File: src/hdl/sbsr_pkg.sv
`timescale 1ns / 1ps
`default_nettype none
// ----------------------------------------------------------------------------
// sbsr_pkg
// Shared widths, register codes, pipeline payload types and the divider step
// for the sprite blitter.
// ----------------------------------------------------------------------------
package sbsr_pkg;

    localparam int COL_W       = 8;
    localparam int PIX_W       = 32;
    localparam int IN_W        = 2 * COL_W + PIX_W;
    localparam int ORIGIN_W    = 12;
    localparam int STRIDE_W    = 13;
    localparam int RATIO_W     = 9;
    localparam int SIZE_W      = 9;
    localparam int COORD_W     = SIZE_W;
    localparam int POS_W       = ORIGIN_W + 1;
    localparam int PROD_W      = POS_W + STRIDE_W;
    localparam int ADDR_FULL_W = PROD_W + 1;
    localparam int CFG_IDX_W   = 3;
    localparam int CFG_DATA_W  = 13;

    localparam int DIV_STAGES          = 3;
    localparam int DIV_STEPS_PER_STAGE = COORD_W / DIV_STAGES;

    localparam int MAX_SPRITE_DEF   = 256;
    localparam int FB_ADDR_BITS_DEF = 24;

    localparam logic [STRIDE_W-1:0] STRIDE_RESET = STRIDE_W'(1024);
    localparam logic [RATIO_W-1:0]  RATIO_RESET  = RATIO_W'(1);
    localparam logic [SIZE_W-1:0]   SIZE_RESET   = SIZE_W'(64);

    typedef enum logic [1:0] {
        ORIENT_NONE             = 2'd0,
        ORIENT_TRANSPOSE        = 2'd1,
        ORIENT_TRANSPOSE_MIRROR = 2'd2,
        ORIENT_HMIRROR          = 2'd3
    } orient_t;

    typedef enum logic [CFG_IDX_W-1:0] {
        REG_ORIGIN_X    = 3'd0,
        REG_ORIGIN_Y    = 3'd1,
        REG_LINE_STRIDE = 3'd2,
        REG_SCALE_RATIO = 3'd3,
        REG_SPRITE_SIZE = 3'd4,
        REG_ORIENTATION = 3'd5,
        REG_COLOR_KEY   = 3'd6
    } cfg_reg_t;

    typedef struct packed {
        logic [ORIGIN_W-1:0] origin_x;
        logic [ORIGIN_W-1:0] origin_y;
        logic [STRIDE_W-1:0] line_stride_words;
        logic [RATIO_W-1:0]  scale_ratio;
        logic [SIZE_W-1:0]   sprite_size;
        orient_t             orientation_mode;
        logic                color_key_enable;
    } sbsr_cfg_t;

    // One lane of the restoring divider: partial remainder and the dividend
    // shifting out at the top while quotient bits shift in at the bottom.
    typedef struct packed {
        logic [COORD_W-1:0] rem;
        logic [COORD_W-1:0] num;
    } sbsr_lane_t;

    typedef struct packed {
        sbsr_lane_t        row;
        sbsr_lane_t        col;
        logic [PIX_W-1:0]  px;
    } sbsr_div_t;

    function automatic sbsr_lane_t div_step(sbsr_lane_t lane, logic [RATIO_W-1:0] ratio);
        logic [COORD_W:0] trial;
        sbsr_lane_t       res;
        trial = {lane.rem, lane.num[COORD_W-1]};
        if (trial >= {1'b0, ratio})
        begin
            res.rem = COORD_W'(trial - {1'b0, ratio});
            res.num = {lane.num[COORD_W-2:0], 1'b1};
        end
        else
        begin
            res.rem = trial[COORD_W-1:0];
            res.num = {lane.num[COORD_W-2:0], 1'b0};
        end
        return res;
    endfunction

endpackage
`default_nettype wire

File: src/hdl/sbsr_front.sv
`timescale 1ns / 1ps
`default_nettype none
// ----------------------------------------------------------------------------
// sbsr_front
// Input stage: sprite bounds check, color key and orientation remap.
// ----------------------------------------------------------------------------
module sbsr_front #(
    parameter int MAX_SPRITE = sbsr_pkg::MAX_SPRITE_DEF
) (
    input  wire                           clk,
    input  wire                           rst_n,
    input  sbsr_pkg::sbsr_cfg_t           cfg,
    input  wire                           in_valid,
    output logic                          in_ready,
    input  wire [sbsr_pkg::COL_W-1:0]     in_col,
    input  wire [sbsr_pkg::COL_W-1:0]     in_row,
    input  wire [sbsr_pkg::PIX_W-1:0]     in_px,
    output logic                          out_valid,
    input  wire                           out_ready,
    output sbsr_pkg::sbsr_div_t           out_data
);
    import sbsr_pkg::*;

    logic [SIZE_W-1:0]  size_eff;
    logic [COORD_W-1:0] col_ext;
    logic [COORD_W-1:0] row_ext;
    logic [COORD_W-1:0] col_mir;
    logic [COORD_W-1:0] row_mir;
    logic               in_sprite;
    logic               keyed_out;
    logic               keep;
    logic [COORD_W-1:0] drow;
    logic [COORD_W-1:0] dcol;
    logic               valid_reg;
    sbsr_div_t          data_reg;
    sbsr_div_t          data_next;

    assign size_eff = (32'(cfg.sprite_size) > MAX_SPRITE) ? SIZE_W'(MAX_SPRITE)
                                                         : cfg.sprite_size;
    assign col_ext  = COORD_W'(in_col);
    assign row_ext  = COORD_W'(in_row);
    assign col_mir  = size_eff - COORD_W'(1) - col_ext;
    assign row_mir  = size_eff - COORD_W'(1) - row_ext;

    assign in_sprite = (col_ext < size_eff) && (row_ext < size_eff);
    assign keyed_out = cfg.color_key_enable && ((in_px == '0) || in_px[PIX_W-1]);
    assign keep      = in_sprite && !keyed_out;

    always_comb
    begin
        unique case (cfg.orientation_mode)
            ORIENT_TRANSPOSE:
            begin
                drow = col_ext;
                dcol = row_ext;
            end
            ORIENT_TRANSPOSE_MIRROR:
            begin
                drow = col_mir;
                dcol = row_mir;
            end
            ORIENT_HMIRROR:
            begin
                drow = row_ext;
                dcol = col_mir;
            end
            default:
            begin
                drow = row_ext;
                dcol = col_ext;
            end
        endcase
    end

    always_comb
    begin
        data_next.row.rem = '0;
        data_next.row.num = drow;
        data_next.col.rem = '0;
        data_next.col.num = dcol;
        data_next.px      = in_px;
    end

    assign in_ready = !valid_reg || out_ready;

    // Drop skipped pixels here: they leave a bubble, not a beat.
    always_ff @(posedge clk or negedge rst_n)
    begin
        if (!rst_n)
        begin
            valid_reg <= 1'b0;
        end
        else if (in_ready)
        begin
            valid_reg <= in_valid && keep;
        end
    end

    always_ff @(posedge clk)
    begin
        if (in_ready && in_valid)
        begin
            data_reg <= data_next;
        end
    end

    assign out_valid = valid_reg;
    assign out_data  = data_reg;

endmodule
`default_nettype wire

File: src/hdl/sbsr_div_stage.sv
`timescale 1ns / 1ps
`default_nettype none
// ----------------------------------------------------------------------------
// sbsr_div_stage
// One registered slice of the row and column restoring dividers.
// ----------------------------------------------------------------------------
module sbsr_div_stage #(
    parameter int STEPS = sbsr_pkg::DIV_STEPS_PER_STAGE
) (
    input  wire                            clk,
    input  wire                            rst_n,
    input  wire [sbsr_pkg::RATIO_W-1:0]    ratio,
    input  wire                            in_valid,
    output logic                           in_ready,
    input  sbsr_pkg::sbsr_div_t            in_data,
    output logic                           out_valid,
    input  wire                            out_ready,
    output sbsr_pkg::sbsr_div_t            out_data
);
    import sbsr_pkg::*;

    sbsr_div_t data_next;
    sbsr_div_t data_reg;
    logic      valid_reg;

    always_comb
    begin
        data_next = in_data;
        for (int i = 0; i < STEPS; i++)
        begin
            data_next.row = div_step(data_next.row, ratio);
            data_next.col = div_step(data_next.col, ratio);
        end
    end

    assign in_ready = !valid_reg || out_ready;

    always_ff @(posedge clk or negedge rst_n)
    begin
        if (!rst_n)
        begin
            valid_reg <= 1'b0;
        end
        else if (in_ready)
        begin
            valid_reg <= in_valid;
        end
    end

    always_ff @(posedge clk)
    begin
        if (in_ready && in_valid)
        begin
            data_reg <= data_next;
        end
    end

    assign out_valid = valid_reg;
    assign out_data  = data_reg;

endmodule
`default_nettype wire

File: src/hdl/sbsr_addr.sv
`timescale 1ns / 1ps
`default_nettype none
// ----------------------------------------------------------------------------
// sbsr_addr
// Address back end: origin offset, row times stride, column add, range
// check and the output register.
// ----------------------------------------------------------------------------
module sbsr_addr #(
    parameter int FB_ADDR_BITS = sbsr_pkg::FB_ADDR_BITS_DEF
) (
    input  wire                         clk,
    input  wire                         rst_n,
    input  sbsr_pkg::sbsr_cfg_t         cfg,
    input  wire                         in_valid,
    output logic                        in_ready,
    input  sbsr_pkg::sbsr_div_t         in_data,
    output logic                        out_valid,
    input  wire                         out_ready,
    output logic [FB_ADDR_BITS-1:0]     out_addr,
    output logic [sbsr_pkg::PIX_W-1:0]  out_px
);
    import sbsr_pkg::*;

    // stage 1: origin offset
    logic                   v1_reg;
    logic [POS_W-1:0]       row1_reg;
    logic [POS_W-1:0]       col1_reg;
    logic [PIX_W-1:0]       px1_reg;
    logic [POS_W-1:0]       row1_next;
    logic [POS_W-1:0]       col1_next;
    // stage 2: row times stride
    logic                   v2_reg;
    logic [PROD_W-1:0]      prod2_reg;
    logic [POS_W-1:0]       col2_reg;
    logic [PIX_W-1:0]       px2_reg;
    logic [PROD_W-1:0]      prod2_next;
    // stage 3: column add and range check
    logic                   v3_reg;
    logic [FB_ADDR_BITS-1:0] addr3_reg;
    logic [PIX_W-1:0]       px3_reg;
    logic [ADDR_FULL_W-1:0] addr_full;
    logic [63:0]            addr_wide;
    logic                   in_range;

    logic r1;
    logic r2;
    logic r3;

    assign r3       = !v3_reg || out_ready;
    assign r2       = !v2_reg || r3;
    assign r1       = !v1_reg || r2;
    assign in_ready = r1;

    // the dividend lanes now hold the quotients
    assign row1_next  = POS_W'(cfg.origin_y) + POS_W'(in_data.row.num);
    assign col1_next  = POS_W'(cfg.origin_x) + POS_W'(in_data.col.num);
    assign prod2_next = PROD_W'(row1_reg) * PROD_W'(cfg.line_stride_words);
    assign addr_full  = ADDR_FULL_W'(prod2_reg) + ADDR_FULL_W'(col2_reg);
    assign addr_wide  = 64'(addr_full);
    assign in_range   = (addr_wide >> FB_ADDR_BITS) == 64'd0;

    always_ff @(posedge clk or negedge rst_n)
    begin
        if (!rst_n)
        begin
            v1_reg <= 1'b0;
            v2_reg <= 1'b0;
            v3_reg <= 1'b0;
        end
        else
        begin
            if (r1)
            begin
                v1_reg <= in_valid;
            end
            if (r2)
            begin
                v2_reg <= v1_reg;
            end
            // drop writes past the frame store
            if (r3)
            begin
                v3_reg <= v2_reg && in_range;
            end
        end
    end

    always_ff @(posedge clk)
    begin
        if (r1 && in_valid)
        begin
            row1_reg <= row1_next;
            col1_reg <= col1_next;
            px1_reg  <= in_data.px;
        end
        if (r2 && v1_reg)
        begin
            prod2_reg <= prod2_next;
            col2_reg  <= col1_reg;
            px2_reg   <= px1_reg;
        end
        if (r3 && v2_reg)
        begin
            addr3_reg <= FB_ADDR_BITS'(addr_full);
            px3_reg   <= px2_reg;
        end
    end

    assign out_valid = v3_reg;
    assign out_addr  = addr3_reg;
    assign out_px    = px3_reg;

endmodule
`default_nettype wire

File: src/hdl/sprite_blit_scale_rotate.sv
`timescale 1ns / 1ps
`default_nettype none
// ----------------------------------------------------------------------------
// sprite_blit_scale_rotate
// Sprite blitter: orientation remap, integer downscale, placement and color
// key, one source pixel in, at most one frame store write out.
// ----------------------------------------------------------------------------
//  channel   dir  beat contents
//  s_axis    in   src_col, src_row, pixel_value
//  m_axis    out  write_address, write_value
//  cfg       in   register index, write data (always ready)
//
//  One beat per cycle in and out while m_axis is ready; the stages are the front
//  stage, three divider stages of three quotient bits each, offset, multiply, address add.
//  Skipped pixels and writes past the frame store produce no output beat.
//  Reset clears the valid bits and loads the register defaults.
//  Backpressure on m_axis fills empty stages first; s_axis stalls only when
//  every stage holds a beat.
// ----------------------------------------------------------------------------
module sprite_blit_scale_rotate #(
    parameter int MAX_SPRITE   = sbsr_pkg::MAX_SPRITE_DEF,
    parameter int FB_ADDR_BITS = sbsr_pkg::FB_ADDR_BITS_DEF,
    localparam int OUT_W       = ((FB_ADDR_BITS + sbsr_pkg::PIX_W + 7) / 8) * 8
) (
    input  wire                               clk,
    input  wire                               rst_n,
    input  wire                               s_axis_tvalid,
    output logic                              s_axis_tready,
    // [7:0] src_col, [15:8] src_row, [47:16] pixel_value
    input  wire [sbsr_pkg::IN_W-1:0]          s_axis_tdata,
    output logic                              m_axis_tvalid,
    input  wire                               m_axis_tready,
    // [FB_ADDR_BITS-1:0] write_address, next 32 bits write_value, zero pad
    output logic [OUT_W-1:0]                  m_axis_tdata,
    input  wire                               cfg_valid,
    output logic                              cfg_ready,
    input  wire [sbsr_pkg::CFG_IDX_W-1:0]     cfg_index,
    input  wire [sbsr_pkg::CFG_DATA_W-1:0]    cfg_data
);
    import sbsr_pkg::*;

    logic [ORIGIN_W-1:0] origin_x_reg;
    logic [ORIGIN_W-1:0] origin_y_reg;
    logic [STRIDE_W-1:0] line_stride_reg;
    logic [RATIO_W-1:0]  scale_ratio_reg;
    logic [SIZE_W-1:0]   sprite_size_reg;
    orient_t             orientation_reg;
    logic                color_key_reg;
    sbsr_cfg_t           cfg;

    logic                div_valid [DIV_STAGES+1];
    logic                div_ready [DIV_STAGES+1];
    sbsr_div_t           div_data  [DIV_STAGES+1];

    logic [FB_ADDR_BITS-1:0] out_addr;
    logic [PIX_W-1:0]        out_px;

    assign cfg_ready = 1'b1;

    always_ff @(posedge clk or negedge rst_n)
    begin
        if (!rst_n)
        begin
            origin_x_reg    <= '0;
            origin_y_reg    <= '0;
            line_stride_reg <= STRIDE_RESET;
            scale_ratio_reg <= RATIO_RESET;
            sprite_size_reg <= SIZE_RESET;
            orientation_reg <= ORIENT_NONE;
            color_key_reg   <= 1'b1;
        end
        else if (cfg_valid && cfg_ready)
        begin
            unique case (cfg_reg_t'(cfg_index))
                REG_ORIGIN_X:    origin_x_reg    <= cfg_data[ORIGIN_W-1:0];
                REG_ORIGIN_Y:    origin_y_reg    <= cfg_data[ORIGIN_W-1:0];
                REG_LINE_STRIDE: line_stride_reg <= cfg_data[STRIDE_W-1:0];
                // a zero ratio divides by one
                REG_SCALE_RATIO: scale_ratio_reg <= (cfg_data[RATIO_W-1:0] == '0)
                                                    ? RATIO_RESET
                                                    : cfg_data[RATIO_W-1:0];
                REG_SPRITE_SIZE: sprite_size_reg <= cfg_data[SIZE_W-1:0];
                REG_ORIENTATION: orientation_reg <= orient_t'(cfg_data[1:0]);
                REG_COLOR_KEY:   color_key_reg   <= cfg_data[0];
                default:         ;
            endcase
        end
    end

    always_comb
    begin
        cfg.origin_x          = origin_x_reg;
        cfg.origin_y          = origin_y_reg;
        cfg.line_stride_words = line_stride_reg;
        cfg.scale_ratio       = scale_ratio_reg;
        cfg.sprite_size       = sprite_size_reg;
        cfg.orientation_mode  = orientation_reg;
        cfg.color_key_enable  = color_key_reg;
    end

    sbsr_front #(
        .MAX_SPRITE (MAX_SPRITE)
    ) u_front (
        .clk       (clk),
        .rst_n     (rst_n),
        .cfg       (cfg),
        .in_valid  (s_axis_tvalid),
        .in_ready  (s_axis_tready),
        .in_col    (s_axis_tdata[COL_W-1:0]),
        .in_row    (s_axis_tdata[2*COL_W-1:COL_W]),
        .in_px     (s_axis_tdata[IN_W-1:2*COL_W]),
        .out_valid (div_valid[0]),
        .out_ready (div_ready[0]),
        .out_data  (div_data[0])
    );

    for (genvar g = 0; g < DIV_STAGES; g++)
    begin : g_div
        sbsr_div_stage #(
            .STEPS (DIV_STEPS_PER_STAGE)
        ) u_div (
            .clk       (clk),
            .rst_n     (rst_n),
            .ratio     (scale_ratio_reg),
            .in_valid  (div_valid[g]),
            .in_ready  (div_ready[g]),
            .in_data   (div_data[g]),
            .out_valid (div_valid[g+1]),
            .out_ready (div_ready[g+1]),
            .out_data  (div_data[g+1])
        );
    end

    sbsr_addr #(
        .FB_ADDR_BITS (FB_ADDR_BITS)
    ) u_addr (
        .clk       (clk),
        .rst_n     (rst_n),
        .cfg       (cfg),
        .in_valid  (div_valid[DIV_STAGES]),
        .in_ready  (div_ready[DIV_STAGES]),
        .in_data   (div_data[DIV_STAGES]),
        .out_valid (m_axis_tvalid),
        .out_ready (m_axis_tready),
        .out_addr  (out_addr),
        .out_px    (out_px)
    );

    assign m_axis_tdata = OUT_W'({out_px, out_addr});

`ifndef NO_ASSERTIONS
    // the divider must never see a zero divisor
    assert property (@(posedge clk) disable iff (!rst_n)
        scale_ratio_reg != '0)
        else $error("scale ratio register holds zero");

    // input stalls only when the whole pipeline is full behind a blocked output
    assert property (@(posedge clk) disable iff (!rst_n)
        !s_axis_tready |-> (m_axis_tvalid && !m_axis_tready))
        else $error("input stalled while output not backpressured");

    // hold a stalled output beat steady until it is taken
    assert property (@(posedge clk) disable iff (!rst_n)
        (m_axis_tvalid && !m_axis_tready) |=> (m_axis_tvalid && $stable(m_axis_tdata)))
        else $error("output beat changed while stalled");
`endif

endmodule
`default_nettype wire

File: config.mk
export PLATFORM = sky130hd
export DESIGN_NAME = sprite_blit_scale_rotate
export DESIGN_NICKNAME = d
export VERILOG_FILES = /design/src/hdl/sbsr_pkg.sv /design/src/hdl/sbsr_front.sv /design/src/hdl/sbsr_div_stage.sv /design/src/hdl/sbsr_addr.sv /design/src/hdl/sprite_blit_scale_rotate.sv
export SDC_FILE = /design/constraint.sdc
export NUM_CORES = 1
export LEC_CHECK = 0
export CAP_MARGIN = 15
export CORE_MARGIN = 10
export CORE_UTILIZATION = 40
export CTS_CLUSTER_SIZE = 14
export DETAILED_ROUTE_END_ITERATION = 8
export DONT_BUFFER_PORTS = 1
export HOLD_SLACK_MARGIN = 0.15
export PLACE_DENSITY_LB_ADDON = 0.05
export SETUP_SLACK_MARGIN = 0.3
export SYNTH_ARGS = -nofsm -noshare
export SYNTH_HDL_FRONTEND = slang
export SYNTH_HIERARCHICAL = 1
export SYNTH_SLANG_ARGS = --single-unit
File: constraint.sdc
create_clock -name clk -period 7.8 [get_ports clk]
set_clock_uncertainty 0.1 [all_clocks]
set_input_delay 0.39 -clock clk [delete_from_list [all_inputs] [get_ports clk]]
set_output_delay 0.39 -clock clk [all_outputs]
set_load 0.005 [all_outputs]
==> results of run 1 <==
[metrics by stage]
| step | area (um^2) | setup WS [ns] | instances |
|---|---|---|---|
| 6_report | 36300 | 0.777 | 4021 |
| 5_1_grt | 36300 | 0.305 | 4018 |
| 4_1_cts | 36200 | 0.697 | 4013 |
| 3_5_place_dp | 33600 | 0.742 | 3820 |
| 3_3_place_gp | 33600 | 0.936 | 3820 |
| 2_1_floorplan | 32500 | 0.886 | 2820 |
[repair_timing]
action / CTS / global route
hold endpoints to repair: 190 / 0
endpoints found under the setup margin: 0 / 26
hold buffers: 87 / 0
buffers inserted: 0 / 5
gates resized for setup: 0 / 12
[worst paths after layout]
path                                    startpoint                           to  slack (ns)  cells past startpoint
worst max-delay path            scale_ratio_reg[0]  g_div[0].u_div/out_data[48]        0.78                     27
worst min-delay path                  cfg_index[2]           line_stride_reg[2]        0.20                      3
worst max register to register  scale_ratio_reg[0]  g_div[0].u_div/out_data[48]        0.78                     27
worst min register to register  u_addr/col1_reg[2]           u_addr/col2_reg[2]        0.30                      0
max in group asynchronous                    rst_n                color_key_reg        6.96                      2
min in group asynchronous                    rst_n          line_stride_reg[12]        0.24                      2
[critical path, stage by stage (launching register included)]
cell	delay, ns
dfstp_2	0.68
ha_1	0.21
inv_1	0.05
fa_1	0.40
a21o_1	0.19
a21oi_2	0.23
a21oi_1	0.10
o32ai_1	0.14
buf_4	0.24
mux2i_1	0.30
inv_1	0.08
ha_1	0.34
nor2b_1	0.15
o21ai_0	0.25
a21oi_1	0.13
o21ai_0	0.21
nand3_2	0.20
buf_4	0.23
mux2i_1	0.14
ha_1	0.37
a21o_1	0.18
a21o_1	0.19
a221oi_2	0.32
nor2b_1	0.10
a311oi_2	0.34
or3b_4	0.52
nand2_2	0.16
o221ai_1	0.18
[layer usage]
layer	up-vias	track usage, %	part of all wire [%]
li1	10100	-	-
met1	10300	21.6	44
met2	413	30.1	50
met3	124	2.34	3.6
met4	4	4.97	2.7
met5	-	0	0.033
[layout make-up]
class                           instances  area (um^2)
Antenna cell                            3         7.51
Clock buffer                           85         1590
Clock inverter                         21          190
Fill cell                            7418        44100
Inverter                              332         1250
Multi-Input combinational cell       1923        16600
Sequential cell                       486        14300
Tap cell                             1060         1330
Timing Repair Buffer                  111         1070
[layout by cell type, fill, tap and decap left out, types with 18 or more instances in the layout]
cell           instances
edfxtp_1             421
inv_1                328
ha_1                 298
nand2_1              171
fa_1                 144
a21oi_1              136
nor2_1               120
xnor2_1              104
o21ai_0               99
mux2_2                87
and2_1                87
dlygate4sd3_1         86
a21o_1                76
xor2_1                62
dfrtp_1               61
clkbuf_16             56
nand3_1               44
nor2b_1               42
mux2i_1               41
nand4_1               31
nor3_1                29
nand2b_1              29
o21a_1                24
buf_4                 24
clkbuf_1              21
conb_1                19
o21bai_1              19
a211oi_1              18
==> flow_summary.json, run 1 <==
{
  "netlist_area_um2": 32500,
  "max_clock_freq_ghz": 0.142,
  "fin_hold_ws_ns": 0.205,
  "start_util_pct": 40.4,
  "cts_tree": "yes",
  "viasPerCell": 5.21,
  "finalWeightedCongestion": 0.882,
  "drt_pass1_iterations": 5,
  "antenna_found_initial": 7,
  "hold_viol": 0,
  "cts_buffers": 56,
  "critPathLaunchType": "flop",
  "insertion_delay_ns": 0.62,
  "grt_start_max_net_pins": 72,
  "period_needed_ns": 7.02,
  "clk_pin_slew_ns": 0.06,
  "grt_first_pass_wirelength_um": 126000,
  "cts.path.max_buffers": 3,
  "hp-class": "in -> reg",
  "endpoint_kind": "flop",
  "cts_root_buffer": "clkbuf_16",
  "status": "finished clean",
  "cp.required_ns": 8.02,
  "postLayoutCoreUtil_pct": 45.2,
  "tightest_slew_ns": 1.06,
  "wl_per_cell_um": 20.2,
  "drtAntennaViolNets": 0,
  "drv_slew": 0,
  "drt_wl_total_um": 81300,
  "rsz0062_at_grt": "false",
  "drive_gt1_share_pct": 9.47,
  "synthCells": 2803,
  "die_h_um": 305,
  "htree_levels": 2,
  "dp_hpwl_um": 61700,
  "grt_overflow": 0,
  "io_pins": 128,
  "grt_pass1_vias": 21700,
  "synth_area_per_cell_um2": 11.6,
  "yosys_warnings": 6,
  "core_area_um2": 80400,
  "fp.dieW_um": 305,
  "area_delta_synth_final_pct": 12.0,
  "nNetsFinal": 3421,
  "maxSlewHeadroom_pct": 29.2,
  "num_rows": 104,
  "drcViolationCount": 0,
  "largest_register_ffs": 186,
  "finalCritPeriodShare_pct": 90.0,
  "drt_iter0_markers": 1112,
  "critPathArrivalTime_ns": 7.24,
  "finalSetupViolations": 0,
  "vias": 20900,
  "drv_cap": 0,
  "track_usage_pct": 17.1,
  "crit_fanout": 13,
  "dieArea_um2": 92900,
  "tns_ns": 0,
  "cts_sinks": 486,
  "port_buffers": 0,
  "worstSetupPathType": "reg -> reg"
}
Power of run 1 is left out: the tool's default activity adds up to more than one toggle a clock period on the data nets, which glitch-free logic cannot reach.
==> run 2: changes to the inputs <==
GPL_TIMING_DRIVEN = 0   (was unset)
==> flow_summary.json, run 2 (synthesis results as in run 1) <==
{
  "cp_top_family": "compound AO/OA/AOI/OAI gates",
  "fin_area_um2": 36900,
  "grt_overflow": 0,
  "insertion_delay_ns": 0.62,
  "viasPerCell": 5.15,
  "rrSetupSlack_ns": 0.69,
  "fp.dieW_um": 305,
  "start_util_pct": 40.4,
  "cts_sinks": 486,
  "vias": 21000,
  "cp_slowest_cell": "dfstp_4",
  "drt_iter0_markers": 963,
  "min_to": "u_front/out_data[57]",
  "finalCritPeriodShare_pct": 91.2,
  "cts.path.max_buffers": 3,
  "worstSetupPathType": "reg -> reg",
  "htree_levels": 2,
  "drv_cap": 0,
  "core_area_um2": 80400,
  "wl_per_cell_um": 19.9,
  "antenna_found_initial": 11,
  "endpoint_kind": "flop",
  "place_area_um2": 34000,
  "cp.required_ns": 7.99,
  "r2r-start": "scale_ratio_reg[0]",
  "critPathArrivalTime_ns": 7.30,
  "rsz0062_at_grt": "false",
  "finalSetupViolations": 0,
  "maxSlewHeadroom_pct": 41.6,
  "area_delta_synth_final_pct": 13.8,
  "crit_fanout": 10,
  "drtAntennaViolNets": 0,
  "critical_path.max_stage_delay_ns": 0.72,
  "tightest_slew_ns": 0.875,
  "cts_root_buffer": "clkbuf_16",
  "nNetsFinal": 3487,
  "worst-path-buf-inv": 5,
  "io_pins": 128,
  "fin_cells": 4082,
  "reg2reg_depth": 29,
  "status": "finished clean",
  "drt_pass1_iterations": 5,
  "grt_pass1_vias": 22000,
  "layout_commonest_cell": "edfxtp_1",
  "drv_slew": 0,
  "max_clock_freq_ghz": 0.141,
  "hold_depth": 2,
  "cts_tree": "yes",
  "port_buffers": 0,
  "grt_first_pass_wirelength_um": 127000,
  "drcViolationCount": 0,
  "drive_gt1_share_pct": 11.1,
  "period_needed_ns": 7.11,
  "die_h_um": 305,
  "hold_viol": 0,
  "r2r_end": "g_div[1].u_div/out_data[47]",
  "critPathLaunchType": "flop",
  "cp.depth": 29,
  "grt_start_max_net_pins": 66,
  "finalWeightedCongestion": 0.879,
  "hp-class": "in -> reg",
  "clk_pin_slew_ns": 0.06,
  "num_rows": 104,
  "cts_buffers": 53,
  "dp_cells": 3886,
  "dieArea_um2": 92900,
  "dp_hpwl_um": 61900,
  "largest_register_ffs": 186,
  "track_usage_pct": 17.2,
  "final_cell_mix": "421 x edfxtp_1, 327 x inv_1, 298 x ha_1, 171 x nand2_1, 144 x fa_1",
  "hold_path.startpoint": "s_axis_tdata[7]",
  "drt_wl_total_um": 81000
}
==> run 2: stage by stage <==
step           utilization, %  setup TNS (ns)  hold WS (ns)  setup slack [ns]
2_1_floorplan               -               0      -0.00559             0.886
5_1_grt                  45.9               0         0.166             0.293
4_1_cts                  45.7               0         0.150             0.309
3_5_place_dp             42.3          -24.86       0.00876             -1.23
6_report                 45.9               0         0.181             0.690
3_3_place_gp             42.1          -22.46       0.00852             -1.26
==> run 2: worst max path at each step <==
stage                                              to                from  slack [ns]
after detailed placement  g_div[1].u_div/out_data[47]  scale_ratio_reg[1]       -1.23
after CTS                 g_div[2].u_div/out_data[32]  scale_ratio_reg[0]        0.31
final                     g_div[1].u_div/out_data[47]  scale_ratio_reg[0]        0.69
after floorplan           g_div[1].u_div/out_data[42]  scale_ratio_reg[1]        0.89
after global routing      g_div[0].u_div/out_data[42]  scale_ratio_reg[0]        0.29
after global placement    g_div[1].u_div/out_data[47]  scale_ratio_reg[1]       -1.26
==> run 2: timing repair <==
item	CTS	global route
endpoints found under the hold margin	176	0
hold buffers	76	0
pin swaps	0	6
gates resized for setup	19	38
setup endpoints to repair	41	41
buffers inserted	11	8
==> run 2: routing by layer <==
metal	vias to the layer above	global-route usage [%]	routed length, um
met5	-	0	16
met2	343	30.7	40500
met4	2	4.57	2080
met1	10300	21.5	36000
met3	103	2.05	2430
li1	10300	-	-
==> run 2: layout make-up <==
| type | count | area, um^2 |
|---|---|---|
| Antenna cell | 1 | 2.50 |
| Buffer | 79 | 452 |
| Clock buffer | 79 | 1510 |
| Clock inverter | 21 | 307 |
| Fill cell | 7335 | 43500 |
| Inverter | 332 | 1250 |
| Multi-Input combinational cell | 1923 | 16700 |
| Sequential cell | 486 | 14300 |
| Tap cell | 1060 | 1330 |
| Timing Repair Buffer | 101 | 1060 |
Power of run 2 is left out for the same reason.
==> run 3: changes to the inputs <==
ABC_AREA = 1   (was unset)
==> flow_summary.json, run 3 <==
{
  "max_clock_freq_ghz": 0.147,
  "critPathArrivalTime_ns": 7.15,
  "cp.required_ns": 8.14,
  "fp.dieW_um": 314,
  "grt_start_max_net_pins": 66,
  "num_rows": 107,
  "crit_fanout": 10,
  "critical_path.max_stage_delay_ns": 0.88,
  "hold_depth": 2,
  "worst-path-buf-inv": 3,
  "grt_pass1_vias": 24400,
  "fill_cells": 8385,
  "drcViolationCount": 0,
  "drt_pass1_iterations": 5,
  "min_to": "u_front/out_data[52]",
  "wl_per_cell_um": 17.1,
  "area_delta_synth_final_pct": 12.9,
  "rsz0062_at_grt": "false",
  "largest_register_ffs": 186,
  "maxSlewHeadroom_pct": 44.5,
  "finalCritPeriodShare_pct": 87.3,
  "final_cell_mix": "1003 x nand2_1, 584 x inv_1, 421 x edfxtp_1, 298 x ha_1, 152 x nor2_1",
  "critPathMostFrequentCell": "nand2_1",
  "vias": 24200,
  "track_usage_pct": 17.4,
  "antenna_found_initial": 0,
  "drive_gt1_share_pct": 10.5,
  "dp_hpwl_um": 66900,
  "drv_cap": 0,
  "tns_ns": 0,
  "finalWeightedCongestion": 0.852,
  "insertion_delay_ns": 0.62,
  "grt_first_pass_wirelength_um": 137000,
  "drt_iter0_markers": 1362,
  "synth_area_per_cell_um2": 9.33,
  "die_h_um": 314,
  "worstSetupPathType": "reg -> reg",
  "fin_hold_ws_ns": 0.173,
  "drv_slew": 0,
  "nNetsFinal": 4374,
  "layout_commonest_cell": "nand2_1",
  "port_buffers": 0,
  "cp_slowest_cell": "dfrtp_1",
  "hold_path.startpoint": "s_axis_tdata[10]",
  "core_area_um2": 85400,
  "cts_root_buffer": "clkbuf_16",
  "period_needed_ns": 6.81,
  "r2r-start": "scale_ratio_reg[1]",
  "rrSetupSlack_ns": 0.99,
  "dieArea_um2": 98500,
  "finalSetupViolations": 0,
  "netlist_area_um2": 34500,
  "reg2reg_depth": 29,
  "status": "finished clean",
  "yosys_warnings": 6,
  "start_util_pct": 40.4,
  "multi_input_area_um2": 17600,
  "drtAntennaViolNets": 0,
  "endpoint_kind": "flop",
  "cts.path.max_buffers": 3,
  "hold_viol": 0,
  "cts_tree": "yes",
  "clk_pin_slew_ns": 0.06,
  "cp.depth": 29,
  "seq_area_um2": 14300,
  "critPathLaunchType": "flop",
  "grt_overflow": 0,
  "cp_top_family": "simple AND/OR/NAND/NOR gates",
  "synthCells": 3699,
  "htree_levels": 2,
  "drt_wl_total_um": 86200,
  "cts_sinks": 486,
  "hp-class": "in -> reg",
  "io_pins": 128,
  "cts_buffers": 52,
  "viasPerCell": 4.79,
  "tightest_slew_ns": 0.833,
  "r2r_end": "g_div[1].u_div/out_data[67]"
}
## run 3: per-layer routing
metal	routed length, um	vias to the layer above	track usage, %	share of wire, %
met2	42300	329	30.6	49
met5	0	-	0	0
met4	1750	0	4.07	2.0
met3	2300	96	1.70	2.7
li1	-	12400	-	-
met1	39900	11400	22.9	46
## run 3: per-stage QoR
stage          utilization, %  worst slack [ns]  std cells  area, um^2
2_1_floorplan               -              2.54       3716       34600
3_3_place_gp             42.2            0.0237       4860       36000
3_5_place_dp             42.6              1.03       4874       36400
4_1_cts                  45.6             0.931       5051       39000
5_1_grt                  45.6             0.328       5051       39000
6_report                 45.6             0.988       5052       39000
## run 3: worst max-delay path by stage
| stage | startpoint | end |
|---|---|---|
| 6_report | scale_ratio_reg[1] | g_div[1].u_div/out_data[67] |
| 3_5_place_dp | scale_ratio_reg[1] | g_div[1].u_div/out_data[67] |
| 3_3_place_gp | u_addr/out_valid | u_front/out_data[56] |
| 4_1_cts | scale_ratio_reg[1] | g_div[1].u_div/out_data[67] |
| 2_1_floorplan | m_axis_tready | u_front/out_data[0] |
| 5_1_grt | scale_ratio_reg[1] | g_div[1].u_div/out_data[63] |
## run 3: what timing repair did
item                                   CTS  global route
endpoints found under the hold margin  179             0
hold buffers                            79             0
setup buffers                            0             0
gates resized for setup                  0             0
## run 3: worst register-to-register path, delay by kind of cell (launching register included)
family | cells | cell delay [ns]
buffers and inverters | 3 | 0.78
AOI/OAI and AO/OA | 7 | 1.69
DFF | 1 | 0.88
adders and majority gates | 3 | 1.33
and+or+nand+nor | 16 | 1.86
## run 3: layout make-up
type | count | share of cell area [%]
multi-input combinational | 2562 | 45.2
clock inverter | 34 | 0.966
clock buffer | 64 | 3.53
sequential | 486 | 36.6
timing repair buffer | 93 | 2.97
buffer | 70 | 1.26
antenna | 1 | 0.00642
inverter | 598 | 5.76
tap | 1144 | 3.67
Power of run 3 is left out for the same reason.
